[src/design/uth_pkg.sv]
// Shared types and constants for the URL token hasher.
`timescale 1ns / 1ps
package uth_pkg;

  localparam int unsigned LengthBitsDefault = 32;
  localparam int unsigned QueueDepth        = 4;

  localparam logic [63:0] SeedA = 64'h16f11fe89b0d677c;
  localparam logic [63:0] SeedB = 64'hb480a793d8e6c86c;
  localparam logic [63:0] SeedC = 64'h6fe2e5aaf078ebc9;
  localparam logic [63:0] SeedD = 64'h14f994a4c5259381;
  localparam logic [63:0] MixK  = 64'h6eed0e9da4d94a4f;
  localparam logic [7:0]  StarByte = 8'h2A;

  typedef struct packed {
    logic [7:0] data_byte;
    logic       byte_valid;
    logic       end_of_url;
  } uth_in_t;

  typedef struct packed {
    logic [31:0] token_hash;
    logic        last;
  } uth_out_t;

  typedef enum logic [1:0] {
    CMD_CHUNK = 2'd0,
    CMD_FINAL = 2'd1,
    CMD_END   = 2'd2
  } uth_kind_e;

  // One unit of work for the hash back end.
  typedef struct packed {
    uth_kind_e   kind;
    logic        first;
    logic [63:0] data;
  } uth_cmd_t;

  typedef enum logic [1:0] {
    B_IDLE = 2'd0,
    B_MIX  = 2'd1,
    B_OUT  = 2'd2
  } uth_bstate_e;

  function automatic logic is_word_byte(logic [7:0] v);
    return (v >= 8'h30 && v <= 8'h39) || (v >= 8'h41 && v <= 8'h5A) ||
           (v >= 8'h61 && v <= 8'h7A);
  endfunction

endpackage

[src/design/uth_fifo.sv]
// Small command queue between the tokenizer and the hash back end.
`timescale 1ns / 1ps
module uth_fifo
  import uth_pkg::*;
#(
  parameter int unsigned Depth = QueueDepth
) (
  input  logic     clk_i,
  input  logic     rst_ni,
  input  logic     push_i,
  input  uth_cmd_t push_cmd_i,
  output logic     full_o,
  input  logic     pop_i,
  output uth_cmd_t pop_cmd_o,
  output logic     empty_o
);

  localparam int unsigned AW = (Depth > 1) ? $clog2(Depth) : 1;

  uth_cmd_t        mem_q [Depth];
  logic [AW-1:0]   wr_q, rd_q;
  logic [AW:0]     cnt_q;

  assign full_o    = (cnt_q == (AW+1)'(Depth));
  assign empty_o   = (cnt_q == '0);
  assign pop_cmd_o = mem_q[rd_q];

  // Store commands
  always_ff @(posedge clk_i) begin
    if (push_i) mem_q[wr_q] <= push_cmd_i;
  end

  // Advance pointers and fill count
  always_ff @(posedge clk_i or negedge rst_ni) begin
    if (!rst_ni) begin
      wr_q  <= '0;
      rd_q  <= '0;
      cnt_q <= '0;
    end else begin
      if (push_i) wr_q <= (wr_q == AW'(Depth - 1)) ? '0 : wr_q + 1'b1;
      if (pop_i)  rd_q <= (rd_q == AW'(Depth - 1)) ? '0 : rd_q + 1'b1;
      if (push_i && !pop_i)      cnt_q <= cnt_q + 1'b1;
      else if (pop_i && !push_i) cnt_q <= cnt_q - 1'b1;
    end
  end

`ifndef NO_ASSERTIONS
  a_no_overflow: assert property (@(posedge clk_i) disable iff (!rst_ni)
    full_o |-> !push_i) else $error("push into full queue");
  a_no_underflow: assert property (@(posedge clk_i) disable iff (!rst_ni)
    empty_o |-> !pop_i) else $error("pop from empty queue");
`endif

endmodule

[src/design/uth_front.sv]
// Tokenizer: classifies URL bytes, builds chunks and issues hash commands.
`timescale 1ns / 1ps
module uth_front
  import uth_pkg::*;
#(
  parameter int unsigned LengthBits = LengthBitsDefault
) (
  input  logic     clk_i,
  input  logic     rst_ni,
  input  logic     in_valid_i,
  output logic     in_stall_o,
  input  uth_in_t  in_req_i,
  output logic     push_o,
  output uth_cmd_t push_cmd_o,
  input  logic     full_i
);

  uth_cmd_t              cmd_q [3];
  uth_cmd_t              cmd_d [3];
  logic [1:0]            head_q, head_d, cnt_q, cnt_d;
  logic                  inside_q, inside_d, prev_q, prev_d, sbt_q, sbt_d;
  logic                  first_q, first_d;
  logic [LengthBits-1:0] len_q, len_d;
  logic [55:0]           pb_q, pb_d;
  logic [2:0]            pc_q, pc_d;
  logic                  accept;

  assign in_stall_o = (cnt_q != '0);
  assign accept     = in_valid_i && !in_stall_o;
  assign push_o     = (cnt_q != '0) && !full_i;
  assign push_cmd_o = cmd_q[head_q];

  // Classify the byte and compute the new token state and command list
  always_comb begin
    logic [7:0] v;
    logic       ok;
    inside_d = inside_q;
    prev_d   = prev_q;
    sbt_d    = sbt_q;
    first_d  = first_q;
    len_d    = len_q;
    pb_d     = pb_q;
    pc_d     = pc_q;
    cmd_d    = cmd_q;
    head_d   = head_q;
    cnt_d    = cnt_q;
    v        = in_req_i.data_byte;
    ok       = 1'b0;

    if (push_o) begin
      head_d = head_q + 1'b1;
      cnt_d  = cnt_q - 1'b1;
    end

    if (accept) begin
      head_d = '0;
      cnt_d  = '0;
      if (in_req_i.byte_valid) begin
        if (is_word_byte(v)) begin
          if (!inside_d) begin
            inside_d = 1'b1;
            len_d    = '0;
            pb_d     = '0;
            pc_d     = '0;
            sbt_d    = prev_q;
            first_d  = 1'b1;
          end
          len_d = len_d + 1'b1;
          if (pc_d == 3'd7) begin
            cmd_d[cnt_d] = '{kind: CMD_CHUNK, first: first_d, data: {v, pb_d}};
            cnt_d   = cnt_d + 1'b1;
            first_d = 1'b0;
            pb_d    = '0;
            pc_d    = '0;
          end else begin
            pb_d = pb_d | (56'(v) << {pc_d, 3'b000});
            pc_d = pc_d + 1'b1;
          end
        end else if (inside_d) begin
          ok = (len_d >= LengthBits'(2)) && !sbt_d && (v != StarByte);
          if (ok) begin
            cmd_d[cnt_d] = '{kind: CMD_FINAL, first: first_d,
                             data: 64'(len_d) | {pb_d, 8'h00}};
            cnt_d = cnt_d + 1'b1;
          end
          inside_d = 1'b0;
        end
        prev_d = (v == StarByte);
      end
      if (in_req_i.end_of_url) begin
        if (inside_d) begin
          ok = (len_d >= LengthBits'(2)) && !sbt_d;
          if (ok) begin
            cmd_d[cnt_d] = '{kind: CMD_FINAL, first: first_d,
                             data: 64'(len_d) | {pb_d, 8'h00}};
            cnt_d = cnt_d + 1'b1;
          end
        end
        cmd_d[cnt_d] = '{kind: CMD_END, first: 1'b0, data: '0};
        cnt_d    = cnt_d + 1'b1;
        inside_d = 1'b0;
        prev_d   = 1'b0;
        sbt_d    = 1'b0;
        first_d  = 1'b0;
        len_d    = '0;
        pb_d     = '0;
        pc_d     = '0;
      end
    end
  end

  // Hold pending commands
  always_ff @(posedge clk_i) begin
    cmd_q <= cmd_d;
  end

  // Token state registers
  always_ff @(posedge clk_i or negedge rst_ni) begin
    if (!rst_ni) begin
      head_q   <= '0;
      cnt_q    <= '0;
      inside_q <= 1'b0;
      prev_q   <= 1'b0;
      sbt_q    <= 1'b0;
      first_q  <= 1'b0;
      len_q    <= '0;
      pb_q     <= '0;
      pc_q     <= '0;
    end else begin
      head_q   <= head_d;
      cnt_q    <= cnt_d;
      inside_q <= inside_d;
      prev_q   <= prev_d;
      sbt_q    <= sbt_d;
      first_q  <= first_d;
      len_q    <= len_d;
      pb_q     <= pb_d;
      pc_q     <= pc_d;
    end
  end

endmodule

[src/design/uth_mix.sv]
// Iterative diffusion unit: multiply, xor-shift, multiply on one 32x32 multiplier.
`timescale 1ns / 1ps
module uth_mix
  import uth_pkg::*;
(
  input  logic        clk_i,
  input  logic        rst_ni,
  input  logic        start_i,
  input  logic [63:0] x_i,
  output logic        busy_o,
  output logic        done_o,
  output logic [63:0] y_o
);

  logic [2:0]  ph_q;
  logic        busy_q, done_q;
  logic [63:0] m_q, acc_q;
  logic [1:0]  idx;
  logic [31:0] op_a, op_b;
  logic [63:0] prod;

  assign busy_o = busy_q;
  assign done_o = done_q;
  assign y_o    = acc_q;

  // Select the partial product for this phase
  always_comb begin
    idx  = (ph_q >= 3'd4) ? 2'(ph_q - 3'd4) : ph_q[1:0];
    op_a = (idx == 2'd2) ? m_q[63:32] : m_q[31:0];
    op_b = (idx == 2'd1) ? MixK[63:32] : MixK[31:0];
    prod = 64'(op_a) * 64'(op_b);
  end

  // Datapath registers
  always_ff @(posedge clk_i) begin
    if (start_i) begin
      m_q <= x_i;
    end else if (busy_q) begin
      if (ph_q == 3'd3) begin
        m_q <= acc_q ^ ((acc_q >> 32) >> acc_q[63:60]);
      end else if (idx == 2'd0) begin
        acc_q <= prod;
      end else begin
        acc_q <= acc_q + {prod[31:0], 32'h0};
      end
    end
  end

  // Phase control
  always_ff @(posedge clk_i or negedge rst_ni) begin
    if (!rst_ni) begin
      ph_q   <= '0;
      busy_q <= 1'b0;
      done_q <= 1'b0;
    end else begin
      done_q <= 1'b0;
      if (start_i) begin
        ph_q   <= '0;
        busy_q <= 1'b1;
      end else if (busy_q) begin
        ph_q <= ph_q + 1'b1;
        if (ph_q == 3'd6) begin
          busy_q <= 1'b0;
          done_q <= 1'b1;
        end
      end
    end
  end

`ifndef NO_ASSERTIONS
  a_start_idle: assert property (@(posedge clk_i) disable iff (!rst_ni)
    start_i |-> !busy_q) else $error("mix started while busy");
`endif

endmodule

[src/design/uth_back.sv]
// Hash back end: keeps the four lanes, runs chunk and finalization diffusion.
`timescale 1ns / 1ps
module uth_back
  import uth_pkg::*;
(
  input  logic     clk_i,
  input  logic     rst_ni,
  input  logic     empty_i,
  input  uth_cmd_t cmd_i,
  output logic     pop_o,
  output logic     out_valid_o,
  input  logic     out_stall_i,
  output uth_out_t out_req_o
);

  uth_bstate_e state_q, state_d;
  uth_kind_e   kind_q;
  logic [63:0] la_q, lb_q, lc_q, ld_q, acc_q, acc_d;
  logic [2:0]  step_q;
  logic        mix_start, mix_busy, mix_done;
  logic [63:0] mix_x, mix_y;
  uth_out_t    res_q, out_q;
  logic        out_valid_q, slot_free;

  assign out_valid_o = out_valid_q;
  assign out_req_o   = out_q;
  assign slot_free   = !out_valid_q || !out_stall_i;

  uth_mix u_mix (
    .clk_i  (clk_i),
    .rst_ni (rst_ni),
    .start_i(mix_start),
    .x_i    (mix_x),
    .busy_o (mix_busy),
    .done_o (mix_done),
    .y_o    (mix_y)
  );

  // Next state and mix operand selection
  always_comb begin
    state_d   = state_q;
    pop_o     = 1'b0;
    mix_start = 1'b0;
    mix_x     = '0;
    acc_d     = (step_q == 3'd0) ? mix_y : acc_q ^ mix_y;
    unique case (state_q)
      B_IDLE: begin
        if (!empty_i) begin
          pop_o = 1'b1;
          if (cmd_i.kind == CMD_END) begin
            state_d = B_OUT;
          end else begin
            mix_start = 1'b1;
            mix_x     = (cmd_i.first ? SeedA : la_q) ^ cmd_i.data;
            state_d   = B_MIX;
          end
        end
      end
      B_MIX: begin
        if (mix_done) begin
          if (kind_q != CMD_FINAL) begin
            state_d = B_IDLE;
          end else if (step_q == 3'd4) begin
            state_d = B_OUT;
          end else begin
            mix_start = 1'b1;
            case (step_q)
              3'd0:    mix_x = lb_q;
              3'd1:    mix_x = lc_q;
              3'd2:    mix_x = ld_q;
              default: mix_x = acc_d;
            endcase
          end
        end
      end
      B_OUT: begin
        if (slot_free) state_d = B_IDLE;
      end
      default: state_d = B_IDLE;
    endcase
  end

  // Lanes, accumulator and result
  always_ff @(posedge clk_i) begin
    if (state_q == B_IDLE && !empty_i) begin
      kind_q <= cmd_i.kind;
      step_q <= '0;
      res_q  <= '{token_hash: 32'h0, last: 1'b1};
      if (cmd_i.first) begin
        la_q <= SeedA;
        lb_q <= SeedB;
        lc_q <= SeedC;
        ld_q <= SeedD;
      end
    end else if (state_q == B_MIX && mix_done) begin
      if (kind_q == CMD_CHUNK) begin
        la_q <= lb_q;
        lb_q <= lc_q;
        lc_q <= ld_q;
        ld_q <= mix_y;
      end else begin
        acc_q  <= acc_d;
        step_q <= step_q + 1'b1;
        res_q  <= '{token_hash: mix_y[31:0], last: 1'b0};
      end
    end
    if (state_q == B_OUT && slot_free) out_q <= res_q;
  end

  // State and output valid
  always_ff @(posedge clk_i or negedge rst_ni) begin
    if (!rst_ni) begin
      state_q     <= B_IDLE;
      out_valid_q <= 1'b0;
    end else begin
      state_q <= state_d;
      if (state_q == B_OUT && slot_free) out_valid_q <= 1'b1;
      else if (!out_stall_i)             out_valid_q <= 1'b0;
    end
  end

`ifndef NO_ASSERTIONS
  a_last_zero: assert property (@(posedge clk_i) disable iff (!rst_ni)
    (out_valid_q && out_q.last) |-> (out_q.token_hash == 32'h0))
    else $error("closing entry carries a nonzero hash");
  a_mix_when_mixing: assert property (@(posedge clk_i) disable iff (!rst_ni)
    mix_busy |-> (state_q == B_MIX)) else $error("mix running outside mix state");
`endif

endmodule

[src/design/url_token_hasher.sv]
// Top level of the URL token hasher: tokenizer, command queue, hash back end.
//
//   channel | direction | handshake                | payload
//   in      | request in  | in_valid_i / in_stall_o  | in_req_i  (uth_in_t)
//   out     | request out | out_valid_o / out_stall_i| out_req_o (uth_out_t)
//
// The tokenizer stalls the input while it holds commands not yet pushed to the queue;
// one request issues at most three commands (chunk, token hash, closing entry).
// Each diffusion runs on the shared 32x32 multiplier: a full chunk takes one diffusion,
// a token finalization five.
// A 4-deep command queue lets the tokenizer run ahead; a full queue holds its commands back.
// Reset is asynchronous; no clearing pass is needed.
`timescale 1ns / 1ps
module url_token_hasher
  import uth_pkg::*;
#(
  parameter int unsigned LENGTH_BITS = LengthBitsDefault
) (
  input  logic     clk_i,
  input  logic     rst_ni,
  input  logic     in_valid_i,
  output logic     in_stall_o,
  input  uth_in_t  in_req_i,
  output logic     out_valid_o,
  input  logic     out_stall_i,
  output uth_out_t out_req_o
);

  logic     push, full, pop, empty;
  uth_cmd_t push_cmd, pop_cmd;

  uth_front #(.LengthBits(LENGTH_BITS)) u_front (
    .clk_i     (clk_i),
    .rst_ni    (rst_ni),
    .in_valid_i(in_valid_i),
    .in_stall_o(in_stall_o),
    .in_req_i  (in_req_i),
    .push_o    (push),
    .push_cmd_o(push_cmd),
    .full_i    (full)
  );

  uth_fifo #(.Depth(QueueDepth)) u_fifo (
    .clk_i     (clk_i),
    .rst_ni    (rst_ni),
    .push_i    (push),
    .push_cmd_i(push_cmd),
    .full_o    (full),
    .pop_i     (pop),
    .pop_cmd_o (pop_cmd),
    .empty_o   (empty)
  );

  uth_back u_back (
    .clk_i      (clk_i),
    .rst_ni     (rst_ni),
    .empty_i    (empty),
    .cmd_i      (pop_cmd),
    .pop_o      (pop),
    .out_valid_o(out_valid_o),
    .out_stall_i(out_stall_i),
    .out_req_o  (out_req_o)
  );

endmodule

[config.mk]
export PLATFORM = sky130hd
export DESIGN_NAME = url_token_hasher
export DESIGN_NICKNAME = d
export VERILOG_FILES = /design/src/design/uth_pkg.sv /design/src/design/uth_fifo.sv /design/src/design/uth_front.sv /design/src/design/uth_mix.sv /design/src/design/uth_back.sv /design/src/design/url_token_hasher.sv
export SDC_FILE = /design/constraint.sdc
export NUM_CORES = 2
export LEC_CHECK = 0
export ABC_AREA = 1
export BUFFER_PORTS_ARGS = -buffer_cell sky130_fd_sc_hd__buf_2
export CAP_MARGIN = 20
export CORE_MARGIN = 8
export CORE_UTILIZATION = 28
export CTS_CLUSTER_DIAMETER = 200
export CTS_CLUSTER_SIZE = 20
export DETAILED_ROUTE_END_ITERATION = 16
export GPL_TIMING_DRIVEN = 0
export PLACE_DENSITY = 0.51
export SLEW_MARGIN = 10
export SYNTH_ARGS = -nofsm -noshare
export SYNTH_HDL_FRONTEND = slang
export SYNTH_SLANG_ARGS = --single-unit
[constraint.sdc]
create_clock -name clk_i -period 13.2 [get_ports clk_i]
set_input_delay 0.66 -clock clk_i [delete_from_list [all_inputs] [get_ports clk_i]]
set_output_delay 0.66 -clock clk_i [all_outputs]
set_load 0.02 [all_outputs]
* Word-level counts from Yosys, hierarchy flattened
Memories as Yosys holds them, arrays and structs flattened.
Index checks and enable logic that the tools add are counted.
** Storage, ports and cells
- Bits in registers :: 834
- RAM bits :: 268
- Bits of input ports :: 14
- Output and inout port bits :: 35
- Word-level logic and storage cells :: 299
- Memories kept :: 1
** Memory list
- u_fifo.mem_q :: words 4, width 67, rd ports 1, clocked after memory_dff 0, write ports 1, line uth_fifo.sv:20 : uth_cmd_t mem_q [Depth];
** Cells by class
- Add/subtract/negate cells :: 14
- $mul :: 1
- Magnitude comparators :: 14
- Eq/ne operators :: 23
- Shift operators :: 2
- Mux-type cells :: 138
- Bitwise logic cells :: 16
- Reductions and logical operators :: 51
** Operator list (number)
- 64-bit two-way mux :: 26
- 201-bit two-way mux :: 5
- 67-bit two-way mux :: 10
- 56-bit two-way mux :: 9
- 32-bit two-way mux :: 10
- 67-bit demux with 2-bit select :: 2
- 201-bit bitwise mux :: 1
- 198-bit AND :: 1
- 198-bit inverter :: 1
- 64-bit one-hot mux with 3 select lines :: 1
- 64-bit bitwise XOR :: 3
- 67-bit binary-select mux with 2-bit select :: 1
- 32-bit by 64-bit bitwise OR with 64-bit output :: 2
- 64-bit one-hot mux with 2 select lines :: 1
- 64-bit adder :: 1
- 32-bit by 2-bit greater-or-equal comparator with 1-bit output (second input constant) :: 2
- 32-bit by 32-bit multiplier with 64-bit output :: 1
- 32-bit by 4-bit >> shifter with 64-bit output :: 1
- 56-bit bitwise OR :: 1
- 8-bit by 6-bit << shifter with 56-bit output :: 1
- 2-bit two-way mux :: 22
- 1-bit two-way mux :: 36
- 3-bit two-way mux :: 12
- 32-bit by 1-bit adder with 32-bit output (second input constant) :: 1
- 34 further kinds :: 108

* Longest topological paths before layout
- Word-level depth :: 25
- Gate-level depth with buffers :: 48
- Mapped depth without buffers :: 46

* Modules after synthesis
From an unflattened synthesis, not the netlist that was laid out.
** Second synthesis, totals
- Cells, all modules :: 9631
- Area total of the unflattened synthesis :: 83819.1 µm²
** By module, submodules not included
- uth_mix :: instances 1, cells each 4241, area an instance 34953.5 µm², sequential area each 3968.8 µm²
- uth_back :: instances 1, cells each 2190, area an instance 19556.3 µm², sequential area each 11456.0 µm²
- uth_front :: instances 1, cells each 2367, area an instance 18321.3 µm², sequential area each 8513.2 µm²
- uth_fifo :: instances 1, cells each 833, area an instance 10988.0 µm², sequential area each 8222.9 µm²

* Least setup slack after synthesis
Ideal clock, no wire load.
- Kind :: flip-flop to flip-flop
- Start point :: register u_back.state_q[1]
- End point :: register u_back.lb_q[0] (enable)
- Library setup time :: 534 ps
- Data arrival time :: 11817 ps
- Required time :: 12666 ps
- Setup slack :: 849 ps
- Cell stages (with the launch flop) :: 6
- Buffers on the path :: 0
- Clock period less this slack :: 12351 ps
- Cells stage by stage :: dfrtp_1 -> nor2_1 -> inv_1 -> o41ai_1 -> o21ai_0 -> inv_1
** Between the ends
- Word-level cells in the longest chain between the ends :: 4
- Elaborated cells on any way between the ends :: 8
- Those cells by class :: eq/ne (2); reduce/logical (6)
** RTL lines
- start, declared :: line uth_back.sv:16 : uth_bstate_e state_q, state_d;
- start signal, assigned :: line uth_back.sv:116 : state_q <= state_d;
- 2-bit logical NOT or 2-bit by 1-bit == test with 1-bit output (tied branches) :: line uth_back.sv:85, uth_back.sv:95
- 1-bit logical AND (on tied branches) :: line uth_back.sv:85, uth_back.sv:95
- 2-bit by 1-bit != test with 1-bit output (no source line) or 2-bit nonzero test (tied branches)
- 3-bit AND reduction (no source line) (*)
- end signal, assigned :: line uth_back.sv:98 : lb_q <= lc_q;
- end, declared :: line uth_back.sv:18 : logic [63:0] la_q, lb_q, lc_q, ld_q, acc_q, acc_d;
Every way passes the cells marked *; elsewhere a longest branch is shown, timed or not.
A chain may end at the register's enable or synchronous reset.

* Worst setup path after layout
- Start point :: register u_back.u_mix.ph_q[0]
- End point :: register u_back.u_mix.acc_q[63], in the netlist u_back.u_mix.y_o[63], data pin
** Between the ends
- Word-level cells in the longest chain between the ends :: 7
- Elaborated cells on any way between the ends :: 11
- Those cells by class :: add/sub (2); mul (1); order compare (1); eq/ne (2); mux (4); reduce/logical (1)
** RTL lines
- start, declared :: line uth_mix.sv:15 : logic [2:0] ph_q;
- start signal, assigned :: line uth_mix.sv:61 : ph_q <= ph_q + 1'b1;
- 3-bit greater-or-equal comparator or 2-bit by 1-bit subtractor with 2-bit output (tied branches) :: line uth_mix.sv:28 : idx = (ph_q >= 3'd4) ? 2'(ph_q - 3'd4) : ph_q[1:0];
- 2-bit two-way mux (*) :: line uth_mix.sv:28
- 2-bit == test or 2-bit by 1-bit == test with 1-bit output (tied branches) :: line uth_mix.sv:29, uth_mix.sv:30
- 32-bit two-way mux (on tied branches) :: line uth_mix.sv:29, uth_mix.sv:30
- 32-bit by 32-bit multiplier with 64-bit output :: line uth_mix.sv:31 : prod = 64'(op_a) * 64'(op_b);
- 64-bit adder :: line uth_mix.sv:44 : acc_q <= acc_q + {prod[31:0], 32'h0};
- 64-bit two-way mux (*) :: line uth_mix.sv:41 : end else if (idx == 2'd0) begin
- end signal, assigned :: line uth_mix.sv:42 : acc_q <= prod;
- end signal, assigned :: line uth_mix.sv:44
- end, declared :: line uth_mix.sv:17 : logic [63:0] m_q, acc_q;
Marked as above.

==> impl_metrics.prom <==
# TYPE chip_impl_metric gauge
chip_impl_info{name="status",value="finished clean"} 1
chip_impl_metric{name="placement.io_buffers",unit=""} 48
chip_impl_metric{name="setup_viol_count_final",unit=""} 0
chip_impl_metric{name="ys_seq_elements",unit=""} 1102
chip_impl_metric{name="yosys.cell_types.count",unit=""} 61
chip_impl_metric{name="placeableCoreArea",unit="sq um"} 288100
chip_impl_metric{name="irDropWorstVdd",unit="mV"} 0.1190
chip_impl_metric{name="clock.fmax",unit="MHz"} 79.27
chip_impl_info{name="max_stage_delay_cell_worst_path",value="nor2_2"} 1
chip_impl_metric{name="grt_overflow_total",unit=""} 0
chip_impl_metric{name="worst_slew_margin_rel",unit=""} 0.1277
chip_impl_info{name="timing.critical_path.to_type",value="flip-flop"} 1
chip_impl_metric{name="placement.cell_area",unit="sq um"} 87420
chip_impl_metric{name="final_layout_size_suffix_gt1_frac",unit=""} 0.05186
chip_impl_metric{name="clkLatencyLatePin",unit="ns"} 0.76
chip_impl_info{name="post-synth-top-area-cell",value="edfxtp_1"} 1
chip_impl_metric{name="number_of_drc_violations_after_detailed_routing_iteration_0",unit=""} 7567
chip_impl_metric{name="synthCells",unit=""} 8943
chip_impl_metric{name="final_util",unit=""} 0.3098
chip_impl_info{name="synthFlopType",value="edfxtp_1"} 1
chip_impl_info{name="post_synth_main_area_contributors",value="edfxtp_1 35%, fa_1 15%, ha_1 7.3%"} 1
chip_impl_info{name="most_numerous_cell_in_the_yosys_netlist",value="inv_1"} 1
chip_impl_metric{name="crit_required",unit="ns"} 13.65
chip_impl_metric{name="ios",unit=""} 49
chip_impl_metric{name="via_count_of_the_first_global_routing_pass",unit=""} 65000
chip_impl_metric{name="layout_worst_path_cycle_share",unit=""} 0.9557
chip_impl_info{name="critical_path_source_type",value="flip-flop"} 1
chip_impl_metric{name="largest_net_degree_at_the_start_of_global_routing",unit=""} 116
chip_impl_metric{name="vias",unit=""} 66290
chip_impl_metric{name="filler_cell_count",unit=""} 30200
chip_impl_metric{name="final_antenna_net_count",unit=""} 0
chip_impl_metric{name="power.static_leakage",unit="nW"} 38.20
chip_impl_metric{name="crit_arrival",unit="ns"} 13.07
chip_impl_metric{name="routed_wirelength",unit="um"} 317400
chip_impl_metric{name="cts.reportedPaths.clkPinSlew",unit="ns"} 0.10
chip_impl_info{name="tritoncts",value="done"} 1
chip_impl_metric{name="dpl.cell_count",unit=""} 12860
chip_impl_info{name="crit_path_frequent_cell",value="fa_1"} 1
chip_impl_metric{name="post-route-min-period",unit="ns"} 12.62
chip_impl_metric{name="drt_first_pass_iters",unit=""} 7
chip_impl_metric{name="gr-usage-all-layers",unit=""} 0.1999
chip_impl_metric{name="die-area",unit="sq um"} 307300
chip_impl_metric{name="global_route_wire_length_before_repair",unit="um"} 458800
chip_impl_metric{name="antenna_found_initial",unit=""} 9
chip_impl_metric{name="slowest_delay",unit="ns"} 0.65
chip_impl_metric{name="fin_nets",unit=""} 10240
chip_impl_metric{name="final_design_area_no_fill",unit="sq um"} 89270
chip_impl_metric{name="initial_cell_density_of_the_core",unit=""} 0.2816
chip_impl_metric{name="post_syn_area",unit="sq um"} 81150
chip_impl_metric{name="place.gp.congestion",unit=""} 0.9596
chip_impl_metric{name="deepest_level_of_the_cts_h_tree",unit=""} 2
chip_impl_metric{name="placementRows",unit=""} 197
chip_impl_metric{name="final_cells",unit=""} 12980
chip_impl_metric{name="max-clock-path-buffers",unit=""} 3
chip_impl_metric{name="hold_violations",unit=""} 0
chip_impl_metric{name="avg_synthesized_cell_area",unit="sq um"} 9.074
chip_impl_metric{name="syn2layout_area_growth",unit="%"} 10.01
chip_impl_metric{name="share_of_the_synthesized_area_in_the_top_cell_type",unit=""} 0.3523
chip_impl_metric{name="synth.yosys.warnings",unit=""} 0
chip_impl_metric{name="cts-buffers-inserted",unit=""} 61
chip_impl_info{name="cts_root_buf",value="clkbuf_16"} 1
chip_impl_metric{name="ys_async_sr_fraction",unit=""} 0.1034
chip_impl_info{name="grt_setup_unrepaired",value="false"} 1
chip_impl_metric{name="power_per_cell_area",unit="nW/um^2"} 124.9
chip_impl_info{name="hp-class",value="primary input to flip-flop"} 1
chip_impl_metric{name="die_height",unit="um"} 554.3
chip_impl_metric{name="detailed_place_hpwl",unit="um"} 258300
chip_impl_metric{name="dpl_worst_slack",unit="ns"} -0.04385
chip_impl_metric{name="timing.critical_path.fanout_max",unit=""} 10
chip_impl_metric{name="report.final.slew_viol_count",unit=""} 0
chip_impl_metric{name="worst-slew-pin-transition",unit="ns"} 1.295
chip_impl_metric{name="finalClockSkew",unit="ns"} 0.06936
chip_impl_metric{name="max_cap_violations",unit=""} 0
chip_impl_metric{name="clock_tree_sinks",unit=""} 1102
chip_impl_metric{name="drc",unit=""} 0
chip_impl_metric{name="postLayoutSetupSlackWorst",unit="ns"} 0.5849
chip_impl_metric{name="synth_seq_area_share",unit=""} 0.3963
chip_impl_metric{name="drt-wirelength-per-cell",unit="um"} 24.45
chip_impl_metric{name="multi_input_comb_area",unit="sq um"} 41700
chip_impl_metric{name="area.sequential",unit="sq um"} 32160
chip_impl_metric{name="die_width",unit="um"} 554.3
chip_impl_info{name="synth_commonest_cells",value="1563 x inv_1, 1530 x nand2_1, 952 x edfxtp_1"} 1
chip_impl_info{name="timing_worst_setup_path_type",value="flip-flop to flip-flop"} 1
chip_impl_metric{name="detail_route.vias_per_cell",unit=""} 5.106
chip_impl_metric{name="synth_edf_count",unit=""} 952
chip_impl_metric{name="ff2ff_setup_slack",unit="ns"} 0.58
[cell type report]
| type | count | area share |
|---|---|---|
| Antenna cell | 5 | 0.0001402 |
| Buffer | 395 | 0.01797 |
| Clock buffer | 110 | 0.01916 |
| Clock inverter | 4 | 0.0006447 |
| Inverter | 1583 | 0.06665 |
| Multi-Input combinational cell | 5878 | 0.4671 |
| Sequential cell | 1102 | 0.3603 |
| Tap cell | 3781 | 0.05299 |
| Timing Repair Buffer | 125 | 0.01508 |
[per-layer routing]
layer	vias up	global-route usage	part of all wire
met1	33060	0.2878	0.45
met4	4	0.05514	0.033
met2	3014	0.3121	0.44
li1	29820	-	-
met3	393	0.03045	0.082
met5	-	0	0.000069
[worst paths after layout]
check,startpoint,end,cells past startpoint
worst max-delay path,u_back.u_mix.ph_q[0],u_back.u_mix.y_o[63],34
worst min register to register,u_back.res_q[29],u_back.out_req_o[29],0
worst min-delay path,out_stall_i,u_back.out_valid_o,3
max in group asynchronous,rst_ni,u_front.pb_q[36],3
min in group asynchronous,rst_ni,u_front.len_q[10],2
worst max register to register,u_back.u_mix.ph_q[0],u_back.u_mix.y_o[63],34
[cell usage in the layout, fill, tap and decap left out, types with 107 or more instances in the layout]
| master | count |
|---|---|
| nand2_1 | 1530 |
| clkbuf_1 | 362 |
| dfrtp_1 | 114 |
| edfxtp_1 | 952 |
| nor2_1 | 765 |
| xor2_1 | 107 |
| or2_2 | 159 |
| a21oi_1 | 329 |
| ha_1 | 474 |
| o22ai_1 | 202 |
| fa_1 | 602 |
| o21ai_0 | 736 |
| nand3_1 | 271 |
| inv_1 | 1562 |
[flip-flops by register name, indices dropped and copies added (netlist names), 3 cells and up]
name               count
u_back.acc_q          64
u_back.la_q           64
u_back.lb_q           64
u_back.lc_q           64
u_back.ld_q           64
u_back.out_req_o      33
u_back.res_q          33
u_back.step_q          3
u_back.u_mix.m_q      64
u_back.u_mix.ph_q      3
u_back.u_mix.y_o      64
u_fifo.cnt_q           3
u_fifo.mem_q         268
u_front.cmd_q        201
u_front.len_q         32
u_front.pb_q          56
u_front.pc_q           3
[what timing repair did]
item / 4_1_cts / 5_1_grt
setup endpoints to repair: 1 / 9
resized for setup: 1 / 9
endpoints found under the hold margin: 42 / 0
pin swaps: 0 / 0
setup buffers: 0 / 0
hold buffers: 1 / 0
[logic make-up after synthesis]
group | count (synthesis) | synth area share
xor gates and xnor gates | 161 | 0.01738
adders and majority gates | 1076 | 0.2216
AOI/OAI and AO/OA | 1687 | 0.1197
muxes | 21 | 0.002606
DFF | 1102 | 0.3963
buffers and inverters | 1978 | 0.09287
other | 2 | 0.00009255
and+or+nand+nor | 2916 | 0.1495
[power by group]
group          internal [mW]  switching [mW]  total (mW)
sequential              4.60           0.255        4.85
clock                  0.888            1.25        2.13
combinational           1.14            3.02        4.16
[worst max-delay path: cells and delay by family, from the launching register on]
kind / cells / cell delay [ns]
xor gates and xnor gates: 1 / 0.43
AOI/OAI and AO/OA: 9 / 2.53
DFF: 1 / 0.43
adders and majority gates: 11 / 5.26
buffers and inverters: 7 / 1.93
and+or+nand+nor: 6 / 1.67
[through the flow]
| step | hold slack (ns) | setup TNS (ns) | power, mW |
|---|---|---|---|
| finish | 0.2428 | 0 | 11.15 |
| global route | 0.2302 | 0 | 11.68 |
| CTS | 0.2037 | 0 | 11.08 |
| detailed placement | 0.4145 | -0.04385 | 8.979 |
| global placement | 0.4147 | -1421.56 | 8.881 |
| floorplan | 0.3644 | 0 | 7.249 |
(Power assumes the default switching activity.)
